--- src/rtl/core/teq_pkg.sv ---
package teq_pkg;

	localparam int TIME_W = 31;
	localparam int TAG_W  = 16;
	localparam int TYPE_W = 4;

	localparam logic [TIME_W-1:0] TIME_MAX = {TIME_W{1'b1}};

	typedef enum logic [0:0] {
		KIND_SCHEDULE = 1'b0,
		KIND_PROCESS  = 1'b1
	} kind_t;

	typedef enum logic [1:0] {
		STAT_SCHEDULED = 2'd0,
		STAT_FULL      = 2'd1,
		STAT_FIRED     = 2'd2,
		STAT_NONE_DUE  = 2'd3
	} status_t;

	// one queue entry as it sits in the memory
	typedef struct packed {
		logic [TIME_W-1:0] due;
		logic [TAG_W-1:0]  tag;
		logic [TYPE_W-1:0] etype;
	} entry_t;

	typedef enum logic [5:0] {
		ST_IDLE  = 6'b000001,
		ST_S_CMP = 6'b000010,
		ST_S_INS = 6'b000100,
		ST_P_RD  = 6'b001000,
		ST_P_EV  = 6'b010000,
		ST_P_FIN = 6'b100000
	} state_t;

endpackage

--- src/rtl/core/teq_cmd_if.sv ---
interface teq_cmd_if;
	logic                        valid;
	logic                        ready;
	logic                        kind;
	logic [teq_pkg::TIME_W-1:0]  event_time;
	logic [19:0]                 delay_minutes;
	logic [teq_pkg::TAG_W-1:0]   event_tag;
	logic [teq_pkg::TYPE_W-1:0]  event_type;

	modport source (
		output valid, kind, event_time, delay_minutes, event_tag, event_type,
		input  ready
	);
	modport sink (
		input  valid, kind, event_time, delay_minutes, event_tag, event_type,
		output ready
	);
endinterface

--- src/rtl/core/teq_rsp_if.sv ---
interface teq_rsp_if;
	logic                        valid;
	logic                        ready;
	logic [1:0]                  status;
	logic [teq_pkg::TAG_W-1:0]   fired_tag;
	logic [teq_pkg::TYPE_W-1:0]  fired_type;
	logic [teq_pkg::TIME_W-1:0]  due_time;
	logic                        last;

	modport source (
		output valid, status, fired_tag, fired_type, due_time, last,
		input  ready
	);
	modport sink (
		input  valid, status, fired_tag, fired_type, due_time, last,
		output ready
	);
endinterface

--- src/rtl/core/teq_ram.sv ---
module teq_ram #(
	parameter int WIDTH = 8,
	parameter int DEPTH = 32
) (
	input  logic                                  clk,
	input  logic                                  we,
	input  logic [(DEPTH > 1 ? $clog2(DEPTH) : 1)-1:0] waddr,
	input  logic [WIDTH-1:0]                      wdata,
	input  logic [(DEPTH > 1 ? $clog2(DEPTH) : 1)-1:0] raddr,
	output logic [WIDTH-1:0]                      rdata
);

	logic [WIDTH-1:0] mem [DEPTH];

	always_ff @(posedge clk) begin
		if (we) begin
			mem[waddr] <= wdata;
		end
		rdata <= mem[raddr];
	end

endmodule

--- src/rtl/core/timed_event_queue.sv ---
// Sorted queue of timed events held in one circular memory (head pointer plus
// fill count). A schedule transaction moves each stored event due later than
// the new one up one slot, one entry at a time through the single read and
// write port of the memory, and then writes the new entry into the gap.
// A process transaction on an empty queue, or with nothing due, gives one
// NONE_DUE result; otherwise due events are read from the head, each one
// paced by the memory read and the one-deep result register, and they leave
// by advancing the head, with no copying.
// A new transaction is taken only when the previous one is finished and its
// last result has been taken. No clearing pass is needed after reset.
module timed_event_queue #(
	parameter int QUEUE_DEPTH = 32
) (
	input  logic       clk,
	input  logic       arst_n,
	teq_cmd_if.sink    cmd,
	teq_rsp_if.source  rsp
);

	localparam int AW = (QUEUE_DEPTH > 1) ? $clog2(QUEUE_DEPTH) : 1;
	localparam int CW = $clog2(QUEUE_DEPTH + 1);

	teq_pkg::state_t state_q;
	logic [AW-1:0]   head_q;
	logic [CW-1:0]   count_q;
	logic [CW-1:0]   idx_q;
	logic            pend_q;
	teq_pkg::entry_t pend_entry_q;
	teq_pkg::entry_t new_entry_q;
	logic [teq_pkg::TIME_W-1:0] now_q;

	logic                       rsp_valid_q;
	teq_pkg::status_t           rsp_status_q;
	logic [teq_pkg::TAG_W-1:0]  rsp_tag_q;
	logic [teq_pkg::TYPE_W-1:0] rsp_type_q;
	logic [teq_pkg::TIME_W-1:0] rsp_due_q;
	logic                       rsp_last_q;

	logic            ram_we;
	logic [AW-1:0]   ram_waddr;
	teq_pkg::entry_t ram_wdata;
	logic [AW-1:0]   ram_raddr;
	teq_pkg::entry_t ram_rdata;

	logic                       cmd_take;
	logic [31:0]                sum;
	logic [teq_pkg::TIME_W-1:0] due_in;
	logic                       full;

	function automatic logic [AW-1:0] phys(input logic [AW-1:0] head,
	                                       input logic [CW-1:0] idx);
		logic [CW:0] s;
		s = (CW+1)'(head) + (CW+1)'(idx);
		if (s >= (CW+1)'(QUEUE_DEPTH)) begin
			s = s - (CW+1)'(QUEUE_DEPTH);
		end
		return s[AW-1:0];
	endfunction

	teq_ram #(
		.WIDTH ($bits(teq_pkg::entry_t)),
		.DEPTH (QUEUE_DEPTH)
	) u_ram (
		.clk   (clk),
		.we    (ram_we),
		.waddr (ram_waddr),
		.wdata (ram_wdata),
		.raddr (ram_raddr),
		.rdata (ram_rdata)
	);

	assign cmd.ready = (state_q == teq_pkg::ST_IDLE) && !rsp_valid_q;
	assign cmd_take  = cmd.valid && cmd.ready;

	// saturating due minute
	assign sum    = {1'b0, cmd.event_time} + {12'd0, cmd.delay_minutes};
	assign due_in = sum[31] ? teq_pkg::TIME_MAX : sum[teq_pkg::TIME_W-1:0];
	assign full   = (count_q == CW'(QUEUE_DEPTH));

	always_comb begin
		ram_we    = 1'b0;
		ram_waddr = phys(head_q, idx_q);
		ram_wdata = new_entry_q;
		ram_raddr = phys(head_q, idx_q);
		case (state_q)
			teq_pkg::ST_IDLE: begin
				if (cmd.kind == teq_pkg::KIND_SCHEDULE) begin
					ram_raddr = phys(head_q, count_q - CW'(1));
				end else begin
					ram_raddr = head_q;
				end
			end
			teq_pkg::ST_S_CMP: begin
				ram_we = 1'b1;
				if (ram_rdata.due > new_entry_q.due) begin
					// later entry moves up one slot
					ram_wdata = ram_rdata;
					ram_raddr = phys(head_q, idx_q - CW'(2));
				end
			end
			teq_pkg::ST_S_INS: begin
				ram_we = 1'b1;
			end
			default: begin
			end
		endcase
	end

	always_ff @(posedge clk or negedge arst_n) begin
		if (!arst_n) begin
			state_q     <= teq_pkg::ST_IDLE;
			head_q      <= '0;
			count_q     <= '0;
			idx_q       <= '0;
			pend_q      <= 1'b0;
			rsp_valid_q <= 1'b0;
		end else begin
			if (rsp_valid_q && rsp.ready) begin
				rsp_valid_q <= 1'b0;
			end
			case (state_q)
				teq_pkg::ST_IDLE: begin
					if (cmd_take) begin
						if (cmd.kind == teq_pkg::KIND_SCHEDULE) begin
							if (full) begin
								rsp_valid_q <= 1'b1;
							end else begin
								idx_q   <= count_q;
								state_q <= (count_q == '0) ? teq_pkg::ST_S_INS
								                           : teq_pkg::ST_S_CMP;
							end
						end else begin
							idx_q  <= '0;
							pend_q <= 1'b0;
							if (count_q == '0) begin
								rsp_valid_q <= 1'b1;
							end else begin
								state_q <= teq_pkg::ST_P_EV;
							end
						end
					end
				end
				teq_pkg::ST_S_CMP: begin
					if (ram_rdata.due > new_entry_q.due) begin
						idx_q <= idx_q - CW'(1);
						if (idx_q == CW'(1)) begin
							state_q <= teq_pkg::ST_S_INS;
						end
					end else begin
						count_q     <= count_q + CW'(1);
						rsp_valid_q <= 1'b1;
						state_q     <= teq_pkg::ST_IDLE;
					end
				end
				teq_pkg::ST_S_INS: begin
					count_q     <= count_q + CW'(1);
					rsp_valid_q <= 1'b1;
					state_q     <= teq_pkg::ST_IDLE;
				end
				teq_pkg::ST_P_RD: begin
					if (!rsp_valid_q) begin
						state_q <= teq_pkg::ST_P_EV;
					end
				end
				teq_pkg::ST_P_EV: begin
					if (ram_rdata.due <= now_q) begin
						// previous due event is not the last one
						if (pend_q) begin
							rsp_valid_q <= 1'b1;
						end
						pend_q <= 1'b1;
						idx_q  <= idx_q + CW'(1);
						state_q <= ((idx_q + CW'(1)) < count_q) ? teq_pkg::ST_P_RD
						                                        : teq_pkg::ST_P_FIN;
					end else begin
						state_q <= teq_pkg::ST_P_FIN;
					end
				end
				teq_pkg::ST_P_FIN: begin
					if (!rsp_valid_q) begin
						rsp_valid_q <= 1'b1;
						head_q      <= phys(head_q, idx_q);
						count_q     <= count_q - idx_q;
						state_q     <= teq_pkg::ST_IDLE;
					end
				end
				default: begin
					state_q <= teq_pkg::ST_IDLE;
				end
			endcase
		end
	end

	// payload registers
	always_ff @(posedge clk) begin
		case (state_q)
			teq_pkg::ST_IDLE: begin
				if (cmd_take) begin
					new_entry_q.due   <= due_in;
					new_entry_q.tag   <= cmd.event_tag;
					new_entry_q.etype <= cmd.event_type;
					now_q             <= cmd.event_time;
					rsp_tag_q         <= '0;
					rsp_type_q        <= '0;
					rsp_last_q        <= 1'b1;
					if (cmd.kind == teq_pkg::KIND_SCHEDULE) begin
						rsp_status_q <= full ? teq_pkg::STAT_FULL : teq_pkg::STAT_SCHEDULED;
						rsp_due_q    <= due_in;
					end else begin
						rsp_status_q <= teq_pkg::STAT_NONE_DUE;
						rsp_due_q    <= '0;
					end
				end
			end
			teq_pkg::ST_P_EV: begin
				if (ram_rdata.due <= now_q) begin
					pend_entry_q <= ram_rdata;
					if (pend_q) begin
						rsp_status_q <= teq_pkg::STAT_FIRED;
						rsp_tag_q    <= pend_entry_q.tag;
						rsp_type_q   <= pend_entry_q.etype;
						rsp_due_q    <= pend_entry_q.due;
						rsp_last_q   <= 1'b0;
					end
				end
			end
			teq_pkg::ST_P_FIN: begin
				if (!rsp_valid_q) begin
					rsp_last_q <= 1'b1;
					if (pend_q) begin
						rsp_status_q <= teq_pkg::STAT_FIRED;
						rsp_tag_q    <= pend_entry_q.tag;
						rsp_type_q   <= pend_entry_q.etype;
						rsp_due_q    <= pend_entry_q.due;
					end else begin
						rsp_status_q <= teq_pkg::STAT_NONE_DUE;
						rsp_tag_q    <= '0;
						rsp_type_q   <= '0;
						rsp_due_q    <= '0;
					end
				end
			end
			default: begin
			end
		endcase
	end

	assign rsp.valid      = rsp_valid_q;
	assign rsp.status     = rsp_status_q;
	assign rsp.fired_tag  = rsp_tag_q;
	assign rsp.fired_type = rsp_type_q;
	assign rsp.due_time   = rsp_due_q;
	assign rsp.last       = rsp_last_q;

endmodule
--- src/flat_wrapper.sv ---
// flat-port wrapper written by rule: the top's interface ports become plain ports
module timed_event_queue_flat 
#(
	parameter int QUEUE_DEPTH = 32
)
  (clk, arst_n, cmd_valid, cmd_kind, cmd_event_time, cmd_delay_minutes, cmd_event_tag, cmd_event_type, cmd_ready, rsp_valid, rsp_status, rsp_fired_tag, rsp_fired_type, rsp_due_time, rsp_last, rsp_ready);
  teq_cmd_if cmd_i ();
  teq_rsp_if rsp_i ();
  input  logic clk;
  input  logic arst_n;
  input wire logic [$bits(cmd_i.valid)-1:0] cmd_valid;
  input wire logic [$bits(cmd_i.kind)-1:0] cmd_kind;
  input wire logic [$bits(cmd_i.event_time)-1:0] cmd_event_time;
  input wire logic [$bits(cmd_i.delay_minutes)-1:0] cmd_delay_minutes;
  input wire logic [$bits(cmd_i.event_tag)-1:0] cmd_event_tag;
  input wire logic [$bits(cmd_i.event_type)-1:0] cmd_event_type;
  output wire logic [$bits(cmd_i.ready)-1:0] cmd_ready;
  output wire logic [$bits(rsp_i.valid)-1:0] rsp_valid;
  output wire logic [$bits(rsp_i.status)-1:0] rsp_status;
  output wire logic [$bits(rsp_i.fired_tag)-1:0] rsp_fired_tag;
  output wire logic [$bits(rsp_i.fired_type)-1:0] rsp_fired_type;
  output wire logic [$bits(rsp_i.due_time)-1:0] rsp_due_time;
  output wire logic [$bits(rsp_i.last)-1:0] rsp_last;
  input wire logic [$bits(rsp_i.ready)-1:0] rsp_ready;
  assign cmd_i.valid = cmd_valid;
  assign cmd_i.kind = cmd_kind;
  assign cmd_i.event_time = cmd_event_time;
  assign cmd_i.delay_minutes = cmd_delay_minutes;
  assign cmd_i.event_tag = cmd_event_tag;
  assign cmd_i.event_type = cmd_event_type;
  assign cmd_ready = cmd_i.ready;
  assign rsp_valid = rsp_i.valid;
  assign rsp_status = rsp_i.status;
  assign rsp_fired_tag = rsp_i.fired_tag;
  assign rsp_fired_type = rsp_i.fired_type;
  assign rsp_due_time = rsp_i.due_time;
  assign rsp_last = rsp_i.last;
  assign rsp_i.ready = rsp_ready;
  timed_event_queue #(.QUEUE_DEPTH(QUEUE_DEPTH)) u_core (.clk(clk), .arst_n(arst_n), .cmd(cmd_i), .rsp(rsp_i));
endmodule
--- config.mk ---
export PLATFORM = sky130hd
export DESIGN_NAME = timed_event_queue_flat
export DESIGN_NICKNAME = d
export VERILOG_FILES = /design/src/rtl/core/teq_pkg.sv /design/src/rtl/core/teq_cmd_if.sv /design/src/rtl/core/teq_rsp_if.sv /design/src/rtl/core/teq_ram.sv /design/src/rtl/core/timed_event_queue.sv /design/src/flat_wrapper.sv
export SDC_FILE = /design/constraint.sdc
export NUM_CORES = 2
export LEC_CHECK = 0
export BUFFER_PORTS_ARGS = -buffer_cell sky130_fd_sc_hd__buf_2
export CORE_ASPECT_RATIO = 0.7
export CORE_MARGIN = 3
export CORE_UTILIZATION = 52
export CTS_BUF_LIST = sky130_fd_sc_hd__clkbuf_4
export CTS_CLUSTER_SIZE = 40
export DETAILED_ROUTE_END_ITERATION = 7
export PLACE_DENSITY = 0.68
export SYNTH_ARGS = -nofsm -noshare
export SYNTH_HDL_FRONTEND = slang
export SYNTH_HIERARCHICAL = 1
export SYNTH_SLANG_ARGS = --single-unit
--- constraint.sdc ---
create_clock -name clk -period 5.45 [get_ports clk]
set_input_delay 1.09 -clock clk [delete_from_list [all_inputs] [get_ports clk]]
set_output_delay 1.09 -clock clk [all_outputs]
set_load 0.05 [all_outputs]
# Yosys cells after proc, flatten, opt, wreduce, memory -nomap -nowiden
# Memory sizes are Yosys's and may differ from the RTL's. A register that Yosys moved wholly into a read port is not among the register bits.
# Cells that the tools add are included.
[word_totals]
register_bits = 212
mem_bits_rw = 1632
input_bits = 76
output_inout_bits = 56
wordCells = 155
mem_count = 1
[mem_list]
columns = ["name", "words", "word_bits", "rd", "rd_ports_with_merged_regs", "write_ports", "line", "text"]
rows = [
  ["u_core.u_ram.mem", 32, 51, 1, 1, 1, "teq_ram.sv:13", "logic [WIDTH-1:0] mem [DEPTH];"],
]
[classes]
add_sub_neg = 13
magnitude_cmp = 6
n_eq_ne = 19
muxes = 79
bitwise_logic = 1
n_reduce_logical = 18
[ops]
columns = ["op", "count"]
rows = [
  ["31-bit 2-to-1 mux", 7],
  ["51-bit 2-to-1 mux", 2],
  ["6-bit 2-to-1 mux", 17],
  ["31-bit case mux with 3 select lines", 1],
  ["16-bit 2-to-1 mux", 5],
  ["16-bit case mux with 3 select lines", 1],
  ["6-bit case mux with 3 select lines", 2],
  ["31-bit by 20-bit adder with 32-bit output", 1],
  ["31-bit greater-than comparator", 1],
  ["31-bit <= comparator", 1],
  ["6-bit case mux with 5 select lines", 1],
  ["5-bit 2-to-1 mux", 5],
  ["5-bit by 6-bit adder with 7-bit output", 3],
  ["7-bit by 6-bit greater-or-equal comparator with 1-bit output (second input constant)", 3],
  ["1-bit 2-to-1 mux", 21],
  ["4-bit 2-to-1 mux", 5],
  ["5-bit by 1-bit subtractor with 5-bit output (second input constant)", 3],
  ["6-bit by 1-bit adder with 6-bit output (second input constant)", 2],
  ["6-bit by 1-bit == test with 1-bit output (second input constant)", 2],
  ["6-bit == test (second input constant)", 2],
  ["4-bit case mux with 3 select lines", 1],
  ["6-bit by 1-bit subtractor with 6-bit output (second input constant)", 2],
  ["2-bit 2-to-1 mux", 5],
  ["5-bit case mux with 2 select lines", 1],
  ["other kinds (27)", 42],
]

# Depth between registers and ports, before layout
[depth]
depth_word = 6
mapped_depth = 18
depth_no_buf = 15

# Hierarchy
# The synthesis kept the hierarchy.
[by_module_without_submodules]
columns = ["mod", "n_inst", "cells_each", "area_per_inst_um2", "seq_area_each_um2"]
rows = [
  ["teq_ram", 1, 3574, 64543.2, 50028.0],
  ["timed_event_queue", 1, 1080, 12369.4, 6242.2],
]

# Worst setup path before layout
# OpenSTA, ideal clock, no wires.
[synth_timing]
kind = "reg-to-reg"
startpoint = "register u_core.idx_q[0]"
endpoint = "memory u_core/u_ram/mem[18][0] (netlist bit), enable pin"
setup_ps = 460
t_arrival_ps = 4408
t_required_ps = 4990
path_slack_ps = 582
path_stages_with_launch = 10
n_path_buf = 0
period_less_slack_ps = 4868
path_cell_list = "dfrtp_1 -> ha_1 -> inv_1 -> fa_1 -> inv_1 -> a21o_1 -> a21oi_1 -> xor2_1 -> or3b_2 -> nor2_1"
[synth_between]
elab_chain_cells = 3
elab_cells_between_ends = 4
classes_between = "2 x add/sub; 1 x order compare; 1 x mux"
[synth_lines]
columns = ["item", "line", "text"]
rows = [
  ["from (decl)", "timed_event_queue.sv:26", "logic [CW-1:0] idx_q;"],
  ["from (signal assigned)", "timed_event_queue.sv:128", "idx_q <= count_q;"],
  ["from (signal assigned)", "timed_event_queue.sv:145", "idx_q <= idx_q - CW'(1);"],
  ["from (signal assigned)", "timed_event_queue.sv:172", "idx_q <= idx_q + CW'(1);"],
  ["5-bit by 6-bit adder with 7-bit output *", "timed_event_queue.sv:53", "s = (CW+1)'(head) + (CW+1)'(idx);"],
  ["7-bit by 6-bit greater-or-equal comparator with 1-bit output / 5-bit by 1-bit subtractor with 5-bit output (equally long branches)", "timed_event_queue.sv:54, timed_event_queue.sv:55", ""],
  ["5-bit 2-to-1 mux *", "timed_event_queue.sv:54", "if (s >= (CW+1)'(QUEUE_DEPTH)) begin"],
  ["via u_core.ram_waddr[4]", "timed_event_queue.sv:40", "logic [AW-1:0] ram_waddr;"],
  ["to (decl)", "teq_ram.sv:13", ""],
]
# The timed path passes the listed nets; every way through them passes the cells marked *.

# Worst setup path after layout
[layout_timing]
startpoint = "register u_core.u_ram.rdata[49] (read register of u_core.u_ram.mem)"
endpoint = "register u_core.u_ram.rdata[23] (read register of u_core.u_ram.mem)"
[layout_between]
elab_chain_cells = 3
[layout_lines]
columns = ["item", "line", "text"]
rows = [
  ["from (decl)", "teq_ram.sv:10", "output logic [WIDTH-1:0] rdata"],
  ["31-bit greater-than comparator", "timed_event_queue.sv:95", "if (ram_rdata.due > new_entry_q.due) begin"],
  ["5-bit 2-to-1 mux", "timed_event_queue.sv:95", ""],
  ["5-bit case mux with 2 select lines", "timed_event_queue.sv:85", "case (state_q)"],
  ["via u_core.ram_raddr[4]", "timed_event_queue.sv:42", "logic [AW-1:0] ram_raddr;"],
]
# The timed path passes the listed nets, and every way through them passes these cells.
# A chain may end at the register's enable or synchronous reset.

==> summary.txt <==
Yosys
  • Synth top area share: 0.710
  • Syn nets: 4845
  • Post-synthesis sequential area ratio: 0.732
  • Count leader, synth: edfxtp_1
  • Post-Synth Simple-Gate Area: 0.0416
  • Yosys top cell by area: edfxtp_1
  • Seq cells post-synth: approximately 1900
  • Mux share of post-synthesis cell area: 0.116
  • Synth Area in Adders: 0.0192
  • Syn Inst Count: 4654
  • Synth top cells by count: edfxtp_1, mux2i_1, nand2_1
  • Ys async rst share: 0.0132
  • Largest family of logic cells by synthesized area: multiplexers
  • Complex-gate fraction of the synthesized area: 0.0620
  • Post-synth EDFFs: around 1800
  • Ys Warns: 6
  • Top cells by area, synth: edfxtp_1, mux2i_1, ha_1
  • Synth cell types: just over 80
  • Synth Cell Area: a little under 80000 um2
  • Post-synthesis xor/xnor area fraction: 0.00490
  • Dominant synthesized flop cell: edfxtp_1
  • Syn_area_per_cell: between 15 and 20 um2

Clocking
  • Clock root buffer master: clkbuf_4
  • Max clock buf depth: 4
  • Clk slew on worst S/H paths: 70 ps
  • Clock Latency Late Sink: around 1400 ps
  • CTS Sinks: roughly 1900
  • H-tree Lvls: 5
  • Post-CTS Setup Bufs: 0
  • TritonCTS clock tree: done
  • CTS buffer count: about 440

Worst setup path
  • Crit start category: flip-flop
  • Worst-path cell chain: ha_1, nand4_1, nor4_2, inv_1, a311oi_1, o21ai_4, o221ai_1, or2_4, buf_12, nor3_1, a31oi_1, nand3_1
  • CP peak stage delay: 670 ps
  • Reg2reg path depth: 12
  • CP required: between 6000 and 7000 ps
  • CP max FO: 25
  • Slowest-stage cell, CP: or2_4
  • Worst path bufs/invs: 2
  • CP startpoint: u_core/u_ram/rdata[49]
  • Critical R2R Capture: u_core/u_ram/rdata[23]
  • Setup CP Type: reg -> reg
  • RR Startpoint: u_core/u_ram/rdata[49]
  • CP delay by family, top: simple AND/OR/NAND/NOR gates
  • Worst setup EP type: flip-flop
  • CP arrival: slightly above 6000 ps
  • Reg2reg setup slack: between 300 and 400 ps

Final layout
  • P&R area growth vs syn: 12.5%
  • Final core occ: 0.592
  • Post-route insts no fill: 7474
  • Ratio of cells with drive above 1 in the final layout: 0.200
  • Final nets: roughly 5400
  • Register area: between 50000 and 60000 um2
  • Multi-input gate area: 19100 um2
  • Fill count: approximately 11000

Timing
  • Final hold violation count: 0
  • Final Cycle Share: 0.934
  • Final number of setup-violating endpoints: 0
  • Slew HR: 0.174
  • Min Clock Period, post-route: between 5000 and 6000 ps
  • TNS Setup: 0 ps
  • Max Freq: between 150 and 200 MHz
  • Fin. max-slew vios: 0
  • Worst Tran Pin Value: approximately 1200 ps
  • Unrepaired setup endpoints after global routing: false
  • WHS: roughly 210 ps
  • Clock Skew: between 100 and 150 ps

Placement
  • Port bufs: ~130
  • HPWL Detailed: 111000 um
  • Dpl cells: 6650
  • GP Congestion: between 0.8 and 0.9

Detailed routing
  • ANT nets after route: 0
  • Drt wl/cell: 27.9 um
  • Metal2 WL: a little over 90000 um
  • Met3 WL post-DR: about 23000 um
  • Final wirelength: ~210000 um
  • Initial DRC count: 5250
  • Pre-Repair DR Iteration Count: 6
  • Met1 Routed Length: 86700 um
  • DRC viols: 0
  • Vias per std cell: roughly 6
  • Highest metal used: met4
  • Vias: between 40000 and 50000

Worst hold path
  • Hold_sp: cmd_delay_minutes[0]
  • Worst min path class: in -> reg
  • Hold Crit Endpoint: u_core/new_entry_q[20]
  • Hold Path Stages: 3

Power and ir drop
  • PD cells: around 650 nW/um2
  • Sw power: ~23 mW
  • Switching share of power: 0.405
  • Internal power: 33.5 mW
  • Pwr Total: ~56 mW
  • Worst VDD drop: around 1800 uV
  • Comb power frac: 0.466
  • Pleak: 30.3 nW
  • Clock power share: 0.197
  • Flop pwr share: 0.337

Floorplanning
  • Die H: 328 um
  • Ports: 132
  • Die W: around 470 um
  • Core ar.: between 100000 and 150000 um2
  • Starting Density: 0.526
  • Row Count: 117
  • Die area: around 150000 um2

Global route
  • Global-route wire length before repair: 301000 um
  • Vias in the first global route: 44500
  • Largest net degree at the start of global routing: 80
  • Global Route Usage Sum: 0.271
  • Initial antenna violation count: 7
  • Grt ovf: 0

Run
  • Max-cap violation count: 0

Status
  • Status: complete, no violations
## worst min-delay path, stage by stage
cell and delay (ps):
buf_2 80, ha_1 110, nand2b_1 110
## repair_timing
| item | CTS | global route |
|---|---|---|
| setup endpoints to repair | 0 | 1 |
| hold endpoints to repair | 75 | 0 |
| hold buffers | 52 | 0 |
| gates resized for setup | 0 | 1 |
## how the worst max path moves through the flow
stage                                    to  depth (start not counted)
floorplan           u_core/u_ram/mem[18][0]                          9
finish               u_core/u_ram/rdata[23]                         12
CTS                  u_core/u_ram/rdata[23]                         14
global route         u_core/u_ram/rdata[23]                         12
detailed placement   u_core/u_ram/rdata[25]                         14
global placement     u_core/u_ram/rdata[23]                         14
## cell type report
class | instances | area share
antenna | 7 | 0.000202
clock buffer | 682 | 0.0592
clock inverter | 83 | 0.00409
inverter | 97 | 0.00425
multi-input combinational | 2416 | 0.220
sequential | 1895 | 0.650
tap | 1963 | 0.0284
timing repair buffer | 331 | 0.0334
## per-layer routing
layer	track usage	up-vias
met3	0.0707	388
li1	-	19600
met1	0.387	22700
met2	0.402	2518
met5	0	-
met4	0.100	0
## flip-flops by register name, summed over array words and instances (netlist names)
name,cells
u_core/rsp.last,1
u_core/head_q,5
u_core/now_q,31
u_core/count_q,6
u_core/pend_entry_q,51
u_core/rsp.fired_tag,16
u_core/pend_q,1
u_core/rsp.status,2
u_core/u_ram/rdata,51
u_core/rsp.valid,1
u_core/rsp.due_time,31
u_core/u_ram/mem,1632
u_core/rsp.fired_type,4
u_core/state_q,6
u_core/new_entry_q,51
u_core/idx_q,6
## layout by cell type (no fill, tap or decap), types with 8 or more instances in the layout
cell type,n
edfxtp_1,1819
mux2i_1,825
clkbuf_4,682
nand2_1,220
a21oi_1,210
nand3_1,185
a22oi_1,154
buf_2,131
a22o_1,121
ha_1,110
buf_4,100
inv_1,95
clkinv_1,70
nor3_1,70
mux2_2,58
a31oi_1,57
dlygate4sd3_1,52
dfxtp_1,51
buf_12,48
o21ai_0,46
nor2_1,45
nor2_4,34
a21o_1,26
dfrtp_1,24
xnor2_1,23
and2_1,23
nand4_1,23
xor2_1,20
o211ai_1,15
and3_1,14
o21a_1,10
a211oi_1,9
clkinv_2,8
## power groups by stage
stage	Combinational [mW]	Sequential (mW)	Clock [mW]
finish	26.3	19.0	11.1
global route	28.0	19.0	12.1
CTS	26.1	19.0	11.3
detailed placement	25.9	19.3	0
global placement	25.6	19.3	0
floorplan	18.3	19.4	0
## kinds of logic (layout without fill, tap and decap cells)
kind of cell	Yosys count	after routing
flip-flops	1895	1895
multiplexers	883	883
AO/OA/AOI/OAI	702	702
AND/OR/NAND/NOR	673	673
buffers and inverters	343	1193
adder cells (fa/ha/maj)	115	115
XOR/XNOR	43	43
other	0	7
## stage by stage
step	worst slack (ps)	area [um2]
5_1_grt	154	86500
2_1_floorplan	582	76900
6_report	362	86500
3_3_place_gp	510	80500
3_5_place_dp	370	80500
4_1_cts	319	86500
No activity file was read; power rests on OpenSTA's default activity.
